File: src/hw/rtl/cpe_pkg.sv
// Shared types and constants for the closest polyline edge block.
// No dependencies; every other RTL file depends on this package.
`default_nettype none
package cpe_pkg;

   localparam int MAX_VERTICES = 1024;
   localparam int CNT_W        = $clog2(MAX_VERTICES + 1);
   localparam int IDX_W        = 10;
   localparam int COORD_W      = 32;
   localparam int DIFF_W       = COORD_W + 1;
   localparam int SRC_W        = COORD_W + 2;
   localparam int MAG_W        = DIFF_W;
   localparam int PROD_W       = 2 * MAG_W;
   localparam int ACC_W        = PROD_W + 2;
   localparam int DIST_W       = 64;
   localparam int FRAC_W       = 16;
   localparam int T_W          = FRAC_W + 1;

   localparam logic CSR_QUERY_X = 1'b0;
   localparam logic CSR_QUERY_Y = 1'b1;

   typedef enum logic [2:0] {
      OP_PX_DX = 3'd0,
      OP_PY_DY = 3'd1,
      OP_DX_DX = 3'd2,
      OP_DY_DY = 3'd3,
      OP_T_DX  = 3'd4,
      OP_T_DY  = 3'd5,
      OP_EX_EX = 3'd6,
      OP_EY_EY = 3'd7
   } op_type;

   typedef enum logic [3:0] {
      ST_IDLE = 4'b0001,
      ST_MUL  = 4'b0010,
      ST_DIV  = 4'b0100,
      ST_EMIT = 4'b1000
   } state_type;

   typedef struct packed {
      logic              done;
      logic [PROD_W-1:0] prod;
   } mul_rsp_type;

   typedef struct packed {
      logic              done;
      logic [FRAC_W-1:0] quot;
   } div_rsp_type;

endpackage
`default_nettype wire

File: src/hw/rtl/cpe_if.sv
// Valid/ready channel interfaces for vertex requests and nearest-edge responses.
// Depends on cpe_pkg for field widths.
`default_nettype none
interface cpe_req_if;
   logic                              valid;
   logic                              ready;
   logic signed [cpe_pkg::COORD_W-1:0] vertex_x;
   logic signed [cpe_pkg::COORD_W-1:0] vertex_y;
   logic                              final_vertex;
   modport source (output valid, vertex_x, vertex_y, final_vertex, input ready);
   modport sink   (input valid, vertex_x, vertex_y, final_vertex, output ready);
endinterface

interface cpe_rsp_if;
   logic                              valid;
   logic                              ready;
   logic                              found;
   logic [cpe_pkg::IDX_W-1:0]          edge_index;
   logic signed [cpe_pkg::COORD_W-1:0] closest_x;
   logic signed [cpe_pkg::COORD_W-1:0] closest_y;
   logic [cpe_pkg::DIST_W-1:0]         distance_sq;
   modport source (output valid, found, edge_index, closest_x, closest_y, distance_sq,
                   input ready);
   modport sink   (input valid, found, edge_index, closest_x, closest_y, distance_sq,
                   output ready);
endinterface
`default_nettype wire

File: src/hw/rtl/cpe_mul.sv
// Bit-serial shift-add multiplier, unsigned magnitudes, one multiplier bit per cycle.
// Depends on cpe_pkg.
`default_nettype none
module cpe_mul (
   input  wire logic                      clock,
   input  wire logic                      reset,
   input  wire logic                      start,
   input  wire logic [cpe_pkg::MAG_W-1:0] a_mag,
   input  wire logic [cpe_pkg::MAG_W-1:0] b_mag,
   output cpe_pkg::mul_rsp_type           rsp
);
   import cpe_pkg::*;

   localparam int CW = $clog2(MAG_W);

   logic              busy_ff;
   logic              done_ff;
   logic [CW-1:0]     cnt_ff;
   logic [PROD_W-1:0] a_ff;
   logic [MAG_W-1:0]  b_ff;
   logic [PROD_W-1:0] acc_ff;

   always_ff @(posedge clock) begin
      if (reset) begin
         busy_ff <= 1'b0;
         done_ff <= 1'b0;
         cnt_ff  <= '0;
      end else begin
         done_ff <= 1'b0;
         if (start) begin
            busy_ff <= 1'b1;
            cnt_ff  <= '0;
         end else if (busy_ff) begin
            cnt_ff <= cnt_ff + 1'b1;
            if (cnt_ff == CW'(MAG_W - 1)) begin
               busy_ff <= 1'b0;
               done_ff <= 1'b1;
            end
         end
      end
   end

   always_ff @(posedge clock) begin
      if (start) begin
         a_ff   <= {{(PROD_W - MAG_W){1'b0}}, a_mag};
         b_ff   <= b_mag;
         acc_ff <= '0;
      end else if (busy_ff) begin
         acc_ff <= acc_ff + (b_ff[0] ? a_ff : '0);
         a_ff   <= a_ff << 1;
         b_ff   <= b_ff >> 1;
      end
   end

   assign rsp.done = done_ff;
   assign rsp.prod = acc_ff;
endmodule
`default_nettype wire

File: src/hw/rtl/cpe_div.sv
// Restoring divider for the projection fraction, one quotient bit per cycle.
// Depends on cpe_pkg; requires 0 < num < den.
`default_nettype none
module cpe_div (
   input  wire logic                     clock,
   input  wire logic                     reset,
   input  wire logic                     start,
   input  wire logic [cpe_pkg::ACC_W-1:0] num,
   input  wire logic [cpe_pkg::ACC_W-1:0] den,
   output cpe_pkg::div_rsp_type          rsp
);
   import cpe_pkg::*;

   localparam int CW = $clog2(FRAC_W);

   logic              busy_ff;
   logic              done_ff;
   logic [CW-1:0]     cnt_ff;
   logic [ACC_W-1:0]  rem_ff;
   logic [ACC_W-1:0]  den_ff;
   logic [FRAC_W-1:0] quot_ff;
   logic [ACC_W-1:0]  shifted;
   logic              fits;

   assign shifted = rem_ff << 1;
   assign fits    = (shifted >= den_ff);

   always_ff @(posedge clock) begin
      if (reset) begin
         busy_ff <= 1'b0;
         done_ff <= 1'b0;
         cnt_ff  <= '0;
      end else begin
         done_ff <= 1'b0;
         if (start) begin
            busy_ff <= 1'b1;
            cnt_ff  <= '0;
         end else if (busy_ff) begin
            cnt_ff <= cnt_ff + 1'b1;
            if (cnt_ff == CW'(FRAC_W - 1)) begin
               busy_ff <= 1'b0;
               done_ff <= 1'b1;
            end
         end
      end
   end

   always_ff @(posedge clock) begin
      if (start) begin
         rem_ff  <= num;
         den_ff  <= den;
         quot_ff <= '0;
      end else if (busy_ff) begin
         rem_ff  <= fits ? (shifted - den_ff) : shifted;
         quot_ff <= {quot_ff[FRAC_W-2:0], fits};
      end
   end

   assign rsp.done = done_ff;
   assign rsp.quot = quot_ff;
endmodule
`default_nettype wire

File: src/hw/rtl/closest_polyline_edge.sv
// Top level: nearest segment of a streamed polyline to a configured query point.
// Depends on cpe_pkg, cpe_if, cpe_mul and cpe_div.
//
//   channel  dir  payload                                            handshake
//   req_ch   in   vertex_x, vertex_y, final_vertex                   valid/ready
//   rsp_ch   out  found, edge_index, closest_x, closest_y, distance_sq valid/ready
//   csr_*    in   csr_index, csr_data                                csr_we
//
// A vertex that closes a segment makes 8 passes through the shared bit-serial
// multiplier, plus a pass through the divider when the fraction is strictly inside
// (0,1); other vertices use neither. A final vertex then passes through ST_EMIT to
// load the response register.
// Reset is synchronous and clears the query and the polyline state.
// A response waits in its output register; new vertices are taken meanwhile and a
// following final vertex stalls only until that register is free.
`default_nettype none
module closest_polyline_edge (
   input  wire logic                        clock,
   input  wire logic                        reset,
   cpe_req_if.sink                          req_ch,
   cpe_rsp_if.source                        rsp_ch,
   input  wire logic                        csr_we,
   input  wire logic                        csr_index,
   input  wire logic [cpe_pkg::COORD_W-1:0] csr_data
);
   import cpe_pkg::*;

   state_type               state_ff;
   op_type                  op_ff;
   logic                    mul_start_ff;
   logic                    div_start_ff;
   logic                    last_ff;

   logic signed [COORD_W-1:0] query_x_ff, query_y_ff;
   logic signed [COORD_W-1:0] prev_x_ff, prev_y_ff;
   logic signed [COORD_W-1:0] ax_ff, ay_ff, bx_ff, by_ff;
   logic signed [COORD_W-1:0] qx_ff, qy_ff;
   logic [CNT_W-1:0]          vcount_ff;
   logic [IDX_W-1:0]          seg_idx_ff;
   logic [T_W-1:0]            t_ff;
   logic signed [ACC_W-1:0]   acc_ff, num_ff, den_ff;

   logic                      best_valid_ff;
   logic [IDX_W-1:0]          best_edge_ff;
   logic signed [COORD_W-1:0] best_x_ff, best_y_ff;
   logic [DIST_W-1:0]         best_dist_ff;

   logic                      rsp_valid_ff;
   logic                      rsp_found_ff;
   logic [IDX_W-1:0]          rsp_idx_ff;
   logic signed [COORD_W-1:0] rsp_x_ff, rsp_y_ff;
   logic [DIST_W-1:0]         rsp_dist_ff;

   mul_rsp_type               mul_rsp;
   div_rsp_type               div_rsp;

   logic signed [SRC_W-1:0]   src_a, src_b;
   logic signed [SRC_W-1:0]   dx, dy, px, py, ex, ey;
   logic [MAG_W-1:0]          mag_a, mag_b;
   logic                      prod_neg;
   logic signed [ACC_W-1:0]   prod_ext, prod_s, prod_shr, sum_in;
   logic [DIST_W-1:0]         dist_in;
   logic                      take, emit_go, has_room;

   assign dx = SRC_W'(bx_ff) - SRC_W'(ax_ff);
   assign dy = SRC_W'(by_ff) - SRC_W'(ay_ff);
   assign px = SRC_W'(query_x_ff) - SRC_W'(ax_ff);
   assign py = SRC_W'(query_y_ff) - SRC_W'(ay_ff);
   assign ex = SRC_W'(query_x_ff) - SRC_W'(qx_ff);
   assign ey = SRC_W'(query_y_ff) - SRC_W'(qy_ff);

   always_comb begin
      case (op_ff)
         OP_PX_DX: begin src_a = px; src_b = dx; end
         OP_PY_DY: begin src_a = py; src_b = dy; end
         OP_DX_DX: begin src_a = dx; src_b = dx; end
         OP_DY_DY: begin src_a = dy; src_b = dy; end
         OP_T_DX:  begin src_a = SRC_W'(t_ff); src_b = dx; end
         OP_T_DY:  begin src_a = SRC_W'(t_ff); src_b = dy; end
         OP_EX_EX: begin src_a = ex; src_b = ex; end
         OP_EY_EY: begin src_a = ey; src_b = ey; end
         default:  begin src_a = '0; src_b = '0; end
      endcase
   end

   assign mag_a    = src_a[SRC_W-1] ? MAG_W'(-src_a) : MAG_W'(src_a);
   assign mag_b    = src_b[SRC_W-1] ? MAG_W'(-src_b) : MAG_W'(src_b);
   assign prod_neg = src_a[SRC_W-1] ^ src_b[SRC_W-1];
   assign prod_ext = signed'({2'b00, mul_rsp.prod});
   assign prod_s   = prod_neg ? -prod_ext : prod_ext;
   assign prod_shr = prod_s >>> FRAC_W;
   assign sum_in   = acc_ff + prod_s;
   assign dist_in  = (|sum_in[ACC_W-1:DIST_W]) ? '1 : sum_in[DIST_W-1:0];

   cpe_mul u_mul (
      .clock (clock),
      .reset (reset),
      .start (mul_start_ff),
      .a_mag (mag_a),
      .b_mag (mag_b),
      .rsp   (mul_rsp)
   );

   cpe_div u_div (
      .clock (clock),
      .reset (reset),
      .start (div_start_ff),
      .num   (num_ff),
      .den   (den_ff),
      .rsp   (div_rsp)
   );

   assign req_ch.ready = (state_ff == ST_IDLE);
   assign take         = req_ch.valid && req_ch.ready;
   assign has_room     = !rsp_valid_ff || rsp_ch.ready;
   assign emit_go      = (state_ff == ST_EMIT) && has_room;

   always_ff @(posedge clock) begin
      if (reset) begin
         query_x_ff <= '0;
         query_y_ff <= '0;
      end else if (csr_we) begin
         case (csr_index)
            CSR_QUERY_X: query_x_ff <= signed'(csr_data);
            CSR_QUERY_Y: query_y_ff <= signed'(csr_data);
            default: ;
         endcase
      end
   end

   always_ff @(posedge clock) begin
      if (reset) begin
         state_ff      <= ST_IDLE;
         op_ff         <= OP_PX_DX;
         mul_start_ff  <= 1'b0;
         div_start_ff  <= 1'b0;
         last_ff       <= 1'b0;
         prev_x_ff     <= '0;
         prev_y_ff     <= '0;
         vcount_ff     <= '0;
         best_valid_ff <= 1'b0;
         best_edge_ff  <= '0;
         best_x_ff     <= '0;
         best_y_ff     <= '0;
         best_dist_ff  <= '0;
      end else begin
         mul_start_ff <= 1'b0;
         div_start_ff <= 1'b0;
         case (state_ff)
            ST_IDLE: begin
               if (take) begin
                  last_ff <= req_ch.final_vertex;
                  if (vcount_ff < CNT_W'(MAX_VERTICES)) begin
                     prev_x_ff <= req_ch.vertex_x;
                     prev_y_ff <= req_ch.vertex_y;
                     vcount_ff <= vcount_ff + 1'b1;
                  end
                  if (vcount_ff < CNT_W'(MAX_VERTICES) && vcount_ff != '0) begin
                     ax_ff        <= prev_x_ff;
                     ay_ff        <= prev_y_ff;
                     bx_ff        <= req_ch.vertex_x;
                     by_ff        <= req_ch.vertex_y;
                     seg_idx_ff   <= IDX_W'(vcount_ff - 1'b1);
                     op_ff        <= OP_PX_DX;
                     mul_start_ff <= 1'b1;
                     state_ff     <= ST_MUL;
                  end else if (req_ch.final_vertex) begin
                     state_ff <= ST_EMIT;
                  end
               end
            end
            ST_MUL: begin
               if (mul_rsp.done) begin
                  case (op_ff)
                     OP_PX_DX, OP_DX_DX, OP_EX_EX: begin
                        acc_ff       <= prod_s;
                        op_ff        <= op_type'(op_ff + 1'b1);
                        mul_start_ff <= 1'b1;
                     end
                     OP_PY_DY: begin
                        num_ff       <= sum_in;
                        op_ff        <= OP_DX_DX;
                        mul_start_ff <= 1'b1;
                     end
                     OP_DY_DY: begin
                        den_ff <= sum_in;
                        if (num_ff[ACC_W-1] || num_ff == '0) begin
                           t_ff         <= '0;
                           op_ff        <= OP_T_DX;
                           mul_start_ff <= 1'b1;
                        end else if (num_ff >= sum_in) begin
                           t_ff         <= T_W'(1) << FRAC_W;
                           op_ff        <= OP_T_DX;
                           mul_start_ff <= 1'b1;
                        end else begin
                           div_start_ff <= 1'b1;
                           state_ff     <= ST_DIV;
                        end
                     end
                     OP_T_DX: begin
                        qx_ff        <= ax_ff + prod_shr[COORD_W-1:0];
                        op_ff        <= OP_T_DY;
                        mul_start_ff <= 1'b1;
                     end
                     OP_T_DY: begin
                        qy_ff        <= ay_ff + prod_shr[COORD_W-1:0];
                        op_ff        <= OP_EX_EX;
                        mul_start_ff <= 1'b1;
                     end
                     OP_EY_EY: begin
                        if (!best_valid_ff || dist_in < best_dist_ff) begin
                           best_valid_ff <= 1'b1;
                           best_edge_ff  <= seg_idx_ff;
                           best_x_ff     <= qx_ff;
                           best_y_ff     <= qy_ff;
                           best_dist_ff  <= dist_in;
                        end
                        state_ff <= last_ff ? ST_EMIT : ST_IDLE;
                     end
                     default: ;
                  endcase
               end
            end
            ST_DIV: begin
               if (div_rsp.done) begin
                  t_ff         <= {1'b0, div_rsp.quot};
                  op_ff        <= OP_T_DX;
                  mul_start_ff <= 1'b1;
                  state_ff     <= ST_MUL;
               end
            end
            ST_EMIT: begin
               if (has_room) begin
                  prev_x_ff     <= '0;
                  prev_y_ff     <= '0;
                  vcount_ff     <= '0;
                  best_valid_ff <= 1'b0;
                  best_edge_ff  <= '0;
                  best_x_ff     <= '0;
                  best_y_ff     <= '0;
                  best_dist_ff  <= '0;
                  state_ff      <= ST_IDLE;
               end
            end
            default: state_ff <= ST_IDLE;
         endcase
      end
   end

   always_ff @(posedge clock) begin
      if (reset) begin
         rsp_valid_ff <= 1'b0;
      end else if (emit_go) begin
         rsp_valid_ff <= 1'b1;
      end else if (rsp_ch.ready) begin
         rsp_valid_ff <= 1'b0;
      end
   end

   always_ff @(posedge clock) begin
      if (emit_go) begin
         rsp_found_ff <= best_valid_ff;
         rsp_idx_ff   <= best_edge_ff;
         rsp_x_ff     <= best_x_ff;
         rsp_y_ff     <= best_y_ff;
         rsp_dist_ff  <= best_dist_ff;
      end
   end

   assign rsp_ch.valid       = rsp_valid_ff;
   assign rsp_ch.found       = rsp_found_ff;
   assign rsp_ch.edge_index  = rsp_idx_ff;
   assign rsp_ch.closest_x   = rsp_x_ff;
   assign rsp_ch.closest_y   = rsp_y_ff;
   assign rsp_ch.distance_sq = rsp_dist_ff;

   a_div_range: assert property (@(posedge clock) disable iff (reset)
      (state_ff == ST_DIV) |-> (!num_ff[ACC_W-1] && num_ff != '0 && num_ff < den_ff))
      else $error("divider running outside (0,1)");

   a_best_needs_segment: assert property (@(posedge clock) disable iff (reset)
      best_valid_ff |-> (vcount_ff >= CNT_W'(2)))
      else $error("best segment kept with fewer than two vertices");

   a_clear_on_emit: assert property (@(posedge clock) disable iff (reset)
      emit_go |=> (vcount_ff == '0 && !best_valid_ff && rsp_valid_ff))
      else $error("polyline state not cleared after response");
endmodule
`default_nettype wire

File: src/flat_wrapper.sv
// flat-port wrapper written by rule: the top's interface ports become plain ports
module closest_polyline_edge_flat import cpe_pkg::*;
  (clock, reset, csr_we, csr_index, csr_data, req_ch_valid, req_ch_vertex_x, req_ch_vertex_y, req_ch_final_vertex, req_ch_ready, rsp_ch_valid, rsp_ch_found, rsp_ch_edge_index, rsp_ch_closest_x, rsp_ch_closest_y, rsp_ch_distance_sq, rsp_ch_ready);
  cpe_req_if req_ch_i ();
  cpe_rsp_if rsp_ch_i ();
  input  wire logic clock;
  input  wire logic reset;
  input  wire logic csr_we;
  input  wire logic csr_index;
  input  wire logic [cpe_pkg::COORD_W-1:0] csr_data;
  input wire logic [$bits(req_ch_i.valid)-1:0] req_ch_valid;
  input wire logic [$bits(req_ch_i.vertex_x)-1:0] req_ch_vertex_x;
  input wire logic [$bits(req_ch_i.vertex_y)-1:0] req_ch_vertex_y;
  input wire logic [$bits(req_ch_i.final_vertex)-1:0] req_ch_final_vertex;
  output wire logic [$bits(req_ch_i.ready)-1:0] req_ch_ready;
  output wire logic [$bits(rsp_ch_i.valid)-1:0] rsp_ch_valid;
  output wire logic [$bits(rsp_ch_i.found)-1:0] rsp_ch_found;
  output wire logic [$bits(rsp_ch_i.edge_index)-1:0] rsp_ch_edge_index;
  output wire logic [$bits(rsp_ch_i.closest_x)-1:0] rsp_ch_closest_x;
  output wire logic [$bits(rsp_ch_i.closest_y)-1:0] rsp_ch_closest_y;
  output wire logic [$bits(rsp_ch_i.distance_sq)-1:0] rsp_ch_distance_sq;
  input wire logic [$bits(rsp_ch_i.ready)-1:0] rsp_ch_ready;
  assign req_ch_i.valid = req_ch_valid;
  assign req_ch_i.vertex_x = req_ch_vertex_x;
  assign req_ch_i.vertex_y = req_ch_vertex_y;
  assign req_ch_i.final_vertex = req_ch_final_vertex;
  assign req_ch_ready = req_ch_i.ready;
  assign rsp_ch_valid = rsp_ch_i.valid;
  assign rsp_ch_found = rsp_ch_i.found;
  assign rsp_ch_edge_index = rsp_ch_i.edge_index;
  assign rsp_ch_closest_x = rsp_ch_i.closest_x;
  assign rsp_ch_closest_y = rsp_ch_i.closest_y;
  assign rsp_ch_distance_sq = rsp_ch_i.distance_sq;
  assign rsp_ch_i.ready = rsp_ch_ready;
  closest_polyline_edge u_core (.clock(clock), .reset(reset), .req_ch(req_ch_i), .rsp_ch(rsp_ch_i), .csr_we(csr_we), .csr_index(csr_index), .csr_data(csr_data));
endmodule
File: config.mk
export PLATFORM = sky130hd
export DESIGN_NAME = closest_polyline_edge_flat
export DESIGN_NICKNAME = d
export VERILOG_FILES = /design/src/hw/rtl/cpe_pkg.sv /design/src/hw/rtl/cpe_if.sv /design/src/hw/rtl/cpe_mul.sv /design/src/hw/rtl/cpe_div.sv /design/src/hw/rtl/closest_polyline_edge.sv /design/src/flat_wrapper.sv
export SDC_FILE = /design/constraint.sdc
export NUM_CORES = 2
export LEC_CHECK = 0
export ABC_AREA = 1
export BUFFER_PORTS_ARGS = -buffer_cell sky130_fd_sc_hd__buf_2
export CAP_MARGIN = 20
export CELL_PAD_IN_SITES_DETAIL_PLACEMENT = 0
export CELL_PAD_IN_SITES_GLOBAL_PLACEMENT = 1
export CORE_UTILIZATION = 39
export CTS_BUF_LIST = sky130_fd_sc_hd__clkbuf_4 sky130_fd_sc_hd__clkbuf_8
export CTS_CLUSTER_DIAMETER = 150
export DETAILED_ROUTE_END_ITERATION = 16
export PLACE_DENSITY_LB_ADDON = 0.25
export SYNTH_ARGS = -nofsm -noshare
export SYNTH_HDL_FRONTEND = slang
export SYNTH_SLANG_ARGS = --single-unit
File: constraint.sdc
create_clock -name clock -period 9.2 [get_ports clock]
set_clock_uncertainty 0.15 [all_clocks]
set_input_delay 0.92 -clock clock [delete_from_list [all_inputs] [get_ports clock]]
set_output_delay 0.92 -clock clock [all_outputs]
set_load 0.01 [all_outputs]
==> results.py <==
metrics = {
    "cells_and_area": {
        "drive_gt1_share_pct": 12.6,
        "nets": 11000,
        "final_cell_area_sq_mm": 0.0888,
        "syn2layout_area_growth_pct": 17.9,
    },
    "timing": {
        "worst_pin_slew_ns": 1.20,
        "fin_ws_ns": 0.294,
        "fmax_ghz": 0.112,
        "relSlewSlack_pct": 19.3,
        "period_share_pct": 96.8,
        "period_minus_slack_ns": 8.91,
        "drv_slew": 0,
        "finalSetupViolCount": 0,
        "finalHoldViolCount": 0,
        "holdWs_ns": 0.0646,
    },
    "critical_path": {
        "path_common_cell": "buf_4",
        "critical-path-max-stage-delay_ns": 0.44,
        "cp_top_family": "simple AND/OR/NAND/NOR gates",
        "timing.critical_path.arrival_ns": 9.46,
        "path_buf_inv": 12,
        "worstSetupPathType": "register to register",
        "start_kind": "register",
        "endpoint_kind": "register",
        "crit_path_max_fanout": 33,
        "cp_slowest_cell": "nor3_4",
        "critPathRequiredTime_ns": 9.75,
    },
    "routing": {
        "drt_iter0_markers": 6882,
        "remaining_drc_errors": 0,
        "post_drt_wl_per_cell_um": 22.3,
        "routed_wirelength_mm": 289,
        "drt_first_pass_iters": 6,
        "via_per_inst": 5.33,
        "vias": 69000,
        "antenna_left": 0,
    },
    "placement": {
        "hpwl_mm": 228,
        "io_buffers": 243,
        "pre_cts_slack_ns": -0.452,
        "dpl-instance-area_sq_mm": 0.0821,
        "gp_congestion": 1.03,
    },
    "global_routing": {
        "track_usage_pct": 28.7,
        "overflow": 0,
        "grt_pass1_vias": 64300,
        "grt_pass1_wl_mm": 414,
        "grt_start_max_net_pins": 214,
        "grt_antenna_before_repair": 7,
    },
    "synthesis": {
        "syn_nets": 10300,
        "synth-async-reset-ratio_pct": 0,
        "ys.flop_type": "edfxtp_1",
        "seq_area_frac_synth_pct": 41.5,
        "avgSynthCellArea_sq_um": 7.89,
        "ys_warn_count": 0,
        "synth_edf_count": 763,
        "synth_area_sq_mm": 0.0753,
        "synth_cells": 9544,
        "ys_ff_latch": 1181,
        "synth_cell_types": 74,
    },
    "clock_network": {
        "insertion_delay_ns": 1.03,
        "cts.sinks": 1181,
        "clkTransAtPathRegs_ns": 0.07,
        "clock_path_buffers": 3,
        "clockRootBuffer": "clkbuf_8",
        "htree_levels": 4,
        "cts_tree": "built",
        "numCtsBuffers": 207,
    },
    "die": {
        "die_x_um": 441,
        "dieArea_sq_mm": 0.195,
        "pin_count": 244,
        "fp.dieH_um": 441,
        "start_util_pct": 39.4,
        "coreArea_sq_mm": 0.191,
        "rows": 160,
    },
    "status": {
        "status": "finished clean",
    },
    "hold_path": {
        "hold_class": "input pin to register",
    },
    "run": {
        "cap_violations": 0,
    },
}
[tightest hold or removal path, cell delays in order]
cell	delay, ns
buf_2	0.12
nor2_1	0.05
nor2_1	0.08
[registers in the layout (all words and copies together) (netlist names), 66 cells and up]
signal	cells
u_core.u_div.rem_ff	67
u_core.u_mul.acc_ff	66
u_core.den_ff	68
u_core.num_ff	68
u_core.u_mul.a_ff	66
u_core.u_div.den_ff	68
u_core.acc_ff	68
[repair_timing]
| action | CTS | global route |
|---|---|---|
| gates resized for setup | 12 | 153 |
| setup buffers | 3 | 22 |
| endpoints found under the setup margin | 165 | 165 |
| hold buffers | 71 | 0 |
| gates cloned | 0 | 20 |
| hold endpoints to repair | 74 | 0 |
| pin swaps | 2 | 37 |
[cells by family after synthesis]
kind of cell,after synthesis,share of synthesized area (%)
simple gates,3767,20.6
flops,1181,41.5
fa+ha+maj,610,10.2
xor+xnor,428,4.99
buf+inv,1633,8.30
compound gates,1925,14.3
[path summary, 6_finish.rpt]
| kind | start | end | slack [ns] | cells past startpoint |
|---|---|---|---|---|
| worst max register to register | u_core.ax_ff[0] | u_core.t_ff[14] | 0.29 | 47 |
| worst min-delay path | csr_data[9] | u_core.query_x_ff[9] | 0.06 | 3 |
| worst max-delay path | u_core.ax_ff[0] | u_core.t_ff[14] | 0.29 | 47 |
| worst min register to register | u_core.den_ff[50] | u_core.u_div.den_ff[50] | 0.23 | 0 |
[layout by cell type (no fill, tap or decap), types with 71 or more instances in the layout]
master	instances
nand2_1	1903
inv_1	1343
nor2_1	999
a21oi_1	820
edfxtp_1	763
ha_1	582
o21ai_0	577
buf_4	425
dfxtp_1	416
nand3_1	372
xor2_1	264
buf_2	243
clkbuf_8	231
nor3_1	219
xnor2_1	156
a31oi_1	103
nand4_1	75
dlygate4sd3_1	71
[cells in the mapped netlist (75+ instances only)]
| library cell | count | area [sq um] |
|---|---|---|
| xnor2_1 | 160 | 1400 |
| nor2_1 | 1017 | 3820 |
| nand2_1 | 1922 | 7210 |
| nor3_1 | 226 | 1130 |
| clkbuf_1 | 184 | 691 |
| nand3_1 | 381 | 1910 |
| nand4_1 | 75 | 469 |
| a31oi_1 | 106 | 663 |
| edfxtp_1 | 763 | 22900 |
| ha_1 | 599 | 7490 |
| inv_1 | 1354 | 5080 |
| dfxtp_1 | 418 | 8370 |
| a21oi_1 | 840 | 4200 |
| o21ai_0 | 590 | 2950 |
| xor2_1 | 267 | 2340 |
[routing by layer]
layer	vias to the layer above	part of all wire, %	global-route usage [%]
li1	33600	-	-
met1	32700	46	41.6
met2	2400	42	42.4
met3	388	7.6	3.93
met4	2	4.6	12.4
met5	-	0.0045	0
[area by class of cell]
class / count / area (sq um)
diodes: 1 / 2.50
clock buffers: 283 / 3570
clock inverters: 107 / 1040
fillers: 19200 / 102000
inverters: 1370 / 5160
multi-input cells: 6732 / 38700
flip-flops and latches: 1181 / 31300
well taps: 2511 / 3140
repair buffers: 778 / 5920
[stage by stage]
stage	std cells	util [%]	setup TNS [ns]
after CTS	12900	45.8	0
after detailed placement	12500	43.0	-61.01
after global routing	13000	46.5	-2.12
after floorplan	9544	-	0
after global placement	12500	43.0	-45.99
final	13000	46.5	0
Power is not shown: default switching activity piles up to over one toggle a cycle in this logic, so the estimate is an artifact.
